## src/rtl/first_order_advection_stencil_core_assert.svh

```systemverilog
// Assertion macros for the advection stencil core.
`ifndef FIRST_ORDER_ADVECTION_STENCIL_CORE_ASSERT_SVH
`define FIRST_ORDER_ADVECTION_STENCIL_CORE_ASSERT_SVH
`ifndef SYNTH
// clocked check, off while reset is asserted
`define FOAS_ASSERT(lbl, clk, rst_n, prop, msg) \
  lbl: assert property (@(posedge clk) disable iff (!rst_n) prop) else $error(msg);
// clocked check, also active during reset
`define FOAS_ASSERT_NR(lbl, clk, prop, msg) \
  lbl: assert property (@(posedge clk) prop) else $error(msg);
`else
`define FOAS_ASSERT(lbl, clk, rst_n, prop, msg)
`define FOAS_ASSERT_NR(lbl, clk, prop, msg)
`endif
`endif

```

## src/rtl/foas_pkg.sv

```systemverilog
// Shared constants, codes and helpers for the advection stencil core.
package foas_pkg;

  localparam int unsigned MAX_CELLS_DEF = 16;
  localparam int unsigned FRAC_BITS_DEF = 16;
  localparam int unsigned CFG_AW        = 5;

  localparam logic [2:0] MODE_LOAD_CELL = 3'd0;
  localparam logic [2:0] MODE_LOAD_X    = 3'd1;
  localparam logic [2:0] MODE_LOAD_Y    = 3'd2;
  localparam logic [2:0] MODE_LOAD_Z    = 3'd3;
  localparam logic [2:0] MODE_COMPUTE   = 3'd4;
  localparam logic [2:0] MODE_READ      = 3'd5;

  localparam logic [1:0] STATUS_OK           = 2'd0;
  localparam logic [1:0] STATUS_RANGE        = 2'd1;
  localparam logic [1:0] STATUS_NOT_COMPUTED = 2'd2;

  localparam logic [2:0] REG_TIME_STEP = 3'd0;
  localparam logic [2:0] REG_SIZE_X    = 3'd1;
  localparam logic [2:0] REG_SIZE_Y    = 3'd2;
  localparam logic [2:0] REG_SIZE_Z    = 3'd3;
  localparam logic [2:0] REG_CELLS_X   = 3'd4;
  localparam logic [2:0] REG_CELLS_Y   = 3'd5;
  localparam logic [2:0] REG_CELLS_Z   = 3'd6;

  // slab order inside one outflux record
  localparam logic [2:0] F_TOP    = 3'd0;
  localparam logic [2:0] F_BOTTOM = 3'd1;
  localparam logic [2:0] F_RIGHT  = 3'd2;
  localparam logic [2:0] F_LEFT   = 3'd3;
  localparam logic [2:0] F_FRONT  = 3'd4;
  localparam logic [2:0] F_BACK   = 3'd5;

  function automatic logic signed [31:0] sat_to32(input logic signed [63:0] v);
    if (v > 64'sd2147483647) return 32'sh7FFF_FFFF;
    if (v < -64'sd2147483648) return 32'sh8000_0000;
    return v[31:0];
  endfunction

  function automatic logic signed [31:0] pos0(input logic signed [31:0] v);
    return v[31] ? 32'sd0 : v;
  endfunction

  // slab of a neighbor that flows into the center; neighbor 0 is the cell itself
  function automatic logic [2:0] nb_field(input logic [2:0] j);
    case (j)
      3'd1:    return F_BOTTOM;
      3'd2:    return F_TOP;
      3'd3:    return F_LEFT;
      3'd4:    return F_RIGHT;
      3'd5:    return F_BACK;
      3'd6:    return F_FRONT;
      default: return F_TOP;
    endcase
  endfunction

endpackage

```

## src/rtl/foas_qmul.sv

```systemverilog
// Shared fixed point multiplier: registered product, floor shift, saturation.
module foas_qmul #(
  parameter int unsigned FRAC_BITS = foas_pkg::FRAC_BITS_DEF
) (
  input  logic               clk_i,
  input  logic signed [31:0] a_i,
  input  logic signed [31:0] b_i,
  output logic signed [31:0] q_o
);
  import foas_pkg::*;

  logic signed [63:0] p_q;

  always_ff @(posedge clk_i) begin
    p_q <= 64'(a_i) * 64'(b_i);
  end

  // arithmetic shift rounds toward minus infinity
  assign q_o = sat_to32(p_q >>> FRAC_BITS);

endmodule
```

## config.mk

```make
export PLATFORM = sky130hd
export DESIGN_NAME = foas_qmul
export DESIGN_NICKNAME = d
export VERILOG_FILES = /design/src/rtl/first_order_advection_stencil_core_assert.svh /design/src/rtl/foas_pkg.sv /design/src/rtl/foas_qmul.sv
export SDC_FILE = /design/constraint.sdc
export NUM_CORES = 2
export LEC_CHECK = 0
export ABC_AREA = 1
export BUFFER_PORTS_ARGS = -buffer_cell sky130_fd_sc_hd__buf_2
export CAP_MARGIN = 20
export CELL_PAD_IN_SITES_DETAIL_PLACEMENT = 0
export CELL_PAD_IN_SITES_GLOBAL_PLACEMENT = 1
export CORE_ASPECT_RATIO = 0.8
export CORE_MARGIN = 10
export CORE_UTILIZATION = 51
export DETAILED_ROUTE_END_ITERATION = 7
export HOLD_SLACK_MARGIN = 0.1
export PLACE_DENSITY_LB_ADDON = 0.1
export SLEW_MARGIN = 15
export SYNTH_ARGS = -nofsm -noshare
export SYNTH_HDL_FRONTEND = slang
export SYNTH_SLANG_ARGS = --single-unit
```

## constraint.sdc

```tcl
create_clock -name clk_i -period 9.5 [get_ports clk_i]
set_clock_uncertainty 0.15 [all_clocks]
set_input_delay 0.475 -clock clk_i [delete_from_list [all_inputs] [get_ports clk_i]]
set_output_delay 0.475 -clock clk_i [all_outputs]
set_load 0.01 [all_outputs]
```

# == Yosys cells after proc, flatten, opt, wreduce, memory -nomap -nowiden ==
# Cells that the tools add are included.
# op_classes
muxes,7
mul,1
order_cmp,2
# op_table
cell,count
$mux 32,4
$mul 32x32->64,1
$gt 48x32->1 const B,1
$lt 48x32->1 const B,1
$mux 1,3
# word_totals
output_inout_bits,32
inputBits,65
elab_cells,11
ff_bits,64

# == Logic depth before layout (Yosys ltp) ==
# depth
ltp_word,5
depth_mapped,32
mapped_depth_nobuf,31

# == Worst setup path before layout ==
# Ideal clock, no wire load.
# synth_path
kind,in2reg
from,input a_i[31]
to,register p_q[61]
n_path_buf,1
stages,27
setup_time_ns,0.112
t_arrival_ns,7.030
required_time_ns,9.238
slack_ns,2.208
path_cell_list,clkbuf_1 > nand2_1 > inv_1 > fa_1 > inv_1 > fa_1 > inv_1 > fa_1 > fa_1 > inv_1 > fa_1 > inv_1 > fa_1 > inv_1 > fa_1 > inv_1 > fa_1 > ha_1 > nand2_1 > nor2_1 > inv_1 > nor2_1 > nand2_1 > nor3_1 > nand2_1 > nand3_1 > nand2_1
# synth_via
elab_chain_cells,1
# synth_lines
element,line,text
from (decl),foas_qmul.sv:6,"input logic signed [31:0] a_i,"
$mul 32x32->64,foas_qmul.sv:15,p_q <= 64'(a_i) * 64'(b_i);
to (signal assigned),foas_qmul.sv:15,
to (decl),foas_qmul.sv:12,logic signed [63:0] p_q;
# Every way passes these cells.

# == Worst setup path after layout ==
# layout_path
from,input b_i[8]
to,register p_q[61]
# layout_via
elab_chain_cells,1
# layout_lines
element,line,text
from (decl),foas_qmul.sv:7,"input logic signed [31:0] b_i,"
$mul 32x32->64,foas_qmul.sv:15,
# Every way passes these cells.

==> metrics <==
result of the run finished, final reports clean; row count 91; RSZ-0062 raised after global routing false; Root Buffer sky130_fd_sc_hd__clkbuf_16; total wire length between 100000 and 150000 um; share of layout cells above drive strength 1 3.54%; Final Setup Violations 0; number of synthesized register bits 48; CTS buffer count 5; half-perimeter wire length after detailed placement a little under 100000 um; number of DRC markers in iteration 0 approximately 2100; kind of start point of the critical path primary input; register area share after synthesis 2.42%; height of the chip 269 um; worst slew slack as a fraction of its limit a little under two fifths; required time of the critical path about 9600 ps; port bufs 96; Worst-Margin Slew between 900 and 1000 ps; Post-layout nets around 6300; deepest level of the CTS H-tree 2; endpoint type of the worst setup path flop; FMAX roughly 120 MHz; maximum clock path buffer count 2; die area 89300 um2; Largest register FFs between 40 and 50; CTS tree built; vias per std cell ~5; first-pass GRT wire length approximately 190000 um; clock slew at reported path FFs roughly 80 ps; Hold Path Class reg2out; Remaining DRCs 0; critical path fanouts, max 32; number of hold buffers added after CTS 0; number of iterations in the first detailed-routing pass 6; IO Pins 97; post-synthesis cell type count 33; number of antenna violations at the first check in global routing 4; Post-Synthesis Cells around 5100; WS Path Type in2reg; CP Data Arrival Time slightly above 8000 ps; post-cts repair resize count 0; post-synthesis instance area 39600 um2; core outline area ~77000 um2; number of maximum-capacitance violations 0; largest net degree at the start of global routing 33; sum of overflow across all layers after global routing 0; top register by number of flip-flops p_q; global routing usage summed across all routing layers between 20% and 30%; final hold violations 0; number of nets in the synthesized netlist around 6400; Routed Antenna Nets 0; number of buffers inserted by post-CTS setup repair 0; Die Span X between 300 and 400 um; registers with the most flip-flops p_q: 48 flops; vias in the first global route between 30000 and 40000; Starting Density approximately 50%; sinks on the clock net between 40 and 50; Final min period between 8000 and 9000 ps; number of synthesis warnings 0; weighted congestion at the end of routability-driven global placement between 0.9 and 1; max-slew violation count 0; Vias 30100; final sum of negative setup slack 0 ps; Tcrit/Tclk final between 80 and 90%; Post-Synthesis Mean Instance Area about 8 um2; average routed wire per standard cell between 15 and 20 um; synth-to-layout area growth 3.66%
[worst max-delay path: stages]
cell	delay (ps)
sky130_fd_sc_hd__buf_2	590
sky130_fd_sc_hd__nand2_1	280
sky130_fd_sc_hd__fa_1	680
sky130_fd_sc_hd__fa_1	460
sky130_fd_sc_hd__inv_1	70
sky130_fd_sc_hd__fa_1	440
sky130_fd_sc_hd__fa_1	870
sky130_fd_sc_hd__inv_1	400
sky130_fd_sc_hd__fa_1	580
sky130_fd_sc_hd__inv_1	60
sky130_fd_sc_hd__fa_1	520
sky130_fd_sc_hd__inv_1	50
sky130_fd_sc_hd__fa_1	470
sky130_fd_sc_hd__inv_1	50
sky130_fd_sc_hd__fa_1	450
sky130_fd_sc_hd__ha_1	450
sky130_fd_sc_hd__nand2_1	130
sky130_fd_sc_hd__nor2_1	150
sky130_fd_sc_hd__inv_1	70
sky130_fd_sc_hd__nor2_1	260
sky130_fd_sc_hd__nand2_1	120
sky130_fd_sc_hd__nor3_1	150
sky130_fd_sc_hd__nand2_1	100
sky130_fd_sc_hd__nand3_1	110
sky130_fd_sc_hd__nand2_1	50
[layout by cell type (no fill, tap or decap), drive strengths merged, types with 2 or more instances in the layout]
cell type / synthesis / final
a21oi: 74 / 74
buf: 6 / 129
clkbuf: 193 / 5
clkinv: 2 / 2
dfxtp: 48 / 48
diode: 0 / 2
fa: 1081 / 1081
ha: 180 / 180
inv: 1665 / 1666
nand2: 1498 / 1498
nand3: 61 / 61
nand3b: 3 / 3
nand4: 13 / 13
nor2: 153 / 153
nor3: 10 / 10
nor4: 11 / 11
o21ai: 39 / 39
o21bai: 10 / 10
or2: 8 / 8
xor2: 24 / 24
[cells by family after synthesis]
family	Yosys count	synth area share, %
buf+inv	1866	17.7
simple gates	1758	17.3
fa+ha+maj	1261	60.3
compound gates	127	1.71
flops	48	2.42
xor+xnor	25	0.553
[per-stage QoR]
stage | hold slack [ps] | area [um2] | utilization (%) | std cells | setup WS (ps)
after CTS | 1150 | 41100 | 53.3 | 6045 | 1510
after detailed placement | 817 | 40900 | 53.0 | 6037 | 1210
final | 1140 | 41100 | 53.3 | 6048 | 1500
after floorplan | 724 | 39600 | - | 5085 | 2210
after global placement | 811 | 40900 | 53.0 | 6037 | 1290
after global routing | 1180 | 41100 | 53.3 | 6048 | 982
[cell type report]
class                           instances  area, um2
Antenna cell                            2       5.00
Clock buffer                            5        125
Clock inverter                          3       46.3
Fill cell                            7653      36000
Inverter                             1667       6260
Multi-Input combinational cell       3171      31700
Sequential cell                        48        961
Tap cell                             1023       1280
Timing Repair Buffer                  129        732
[cells in the mapped netlist]
cell | n | share of area [%]
sky130_fd_sc_hd__nor2_4 | 1 | 0.028
sky130_fd_sc_hd__o41ai_2 | 1 | 0.041
sky130_fd_sc_hd__nor4_4 | 1 | 0.054
sky130_fd_sc_hd__o21a_1 | 1 | 0.019
sky130_fd_sc_hd__nor4_1 | 9 | 0.14
sky130_fd_sc_hd__ha_1 | 180 | 5.7
sky130_fd_sc_hd__nor3_1 | 6 | 0.076
sky130_fd_sc_hd__nand3_1 | 61 | 0.77
sky130_fd_sc_hd__nand4_1 | 13 | 0.21
sky130_fd_sc_hd__o21ai_1 | 4 | 0.051
sky130_fd_sc_hd__inv_2 | 11 | 0.10
sky130_fd_sc_hd__o21ai_0 | 35 | 0.44
sky130_fd_sc_hd__or2_2 | 8 | 0.13
sky130_fd_sc_hd__nor4_2 | 1 | 0.032
sky130_fd_sc_hd__a21boi_1 | 1 | 0.019
sky130_fd_sc_hd__nor2_1 | 145 | 1.4
sky130_fd_sc_hd__nor2_2 | 7 | 0.11
sky130_fd_sc_hd__clkinv_1 | 2 | 0.019
sky130_fd_sc_hd__nand2_2 | 6 | 0.095
sky130_fd_sc_hd__o21bai_1 | 10 | 0.19
sky130_fd_sc_hd__a21o_1 | 1 | 0.019
sky130_fd_sc_hd__nor3_2 | 4 | 0.10
sky130_fd_sc_hd__xnor2_1 | 1 | 0.022
sky130_fd_sc_hd__nand3b_1 | 3 | 0.057
sky130_fd_sc_hd__fa_1 | 1081 | 55
sky130_fd_sc_hd__buf_2 | 6 | 0.076
sky130_fd_sc_hd__xor2_1 | 24 | 0.53
sky130_fd_sc_hd__clkbuf_1 | 193 | 1.8
sky130_fd_sc_hd__nand2_1 | 1492 | 14
sky130_fd_sc_hd__dfxtp_1 | 48 | 2.4
sky130_fd_sc_hd__and3_1 | 1 | 0.016
sky130_fd_sc_hd__a21oi_1 | 74 | 0.93
sky130_fd_sc_hd__inv_1 | 1654 | 16
[routing by layer]
| metal | vias to the layer above | global-route usage, % | wire length (um) |
|---|---|---|---|
| li1 | 13700 | - | - |
| met1 | 15300 | 37.9 | 51000 |
| met2 | 895 | 44.4 | 54300 |
| met3 | 104 | 2.49 | 6530 |
| met4 | 2 | 4.00 | 1960 |
| met5 | - | 0 | 13 |
[path summary, 6_finish.rpt]
check,cells past startpoint,from,end,slack (ps)
hold / removal,3,p_q[43],q_o[27],1140
setup / recovery,25,b_i[8],p_q[61],1500
Power is not shown: default switching activity piles up to over one toggle a cycle in this logic, so the estimate is an artifact.
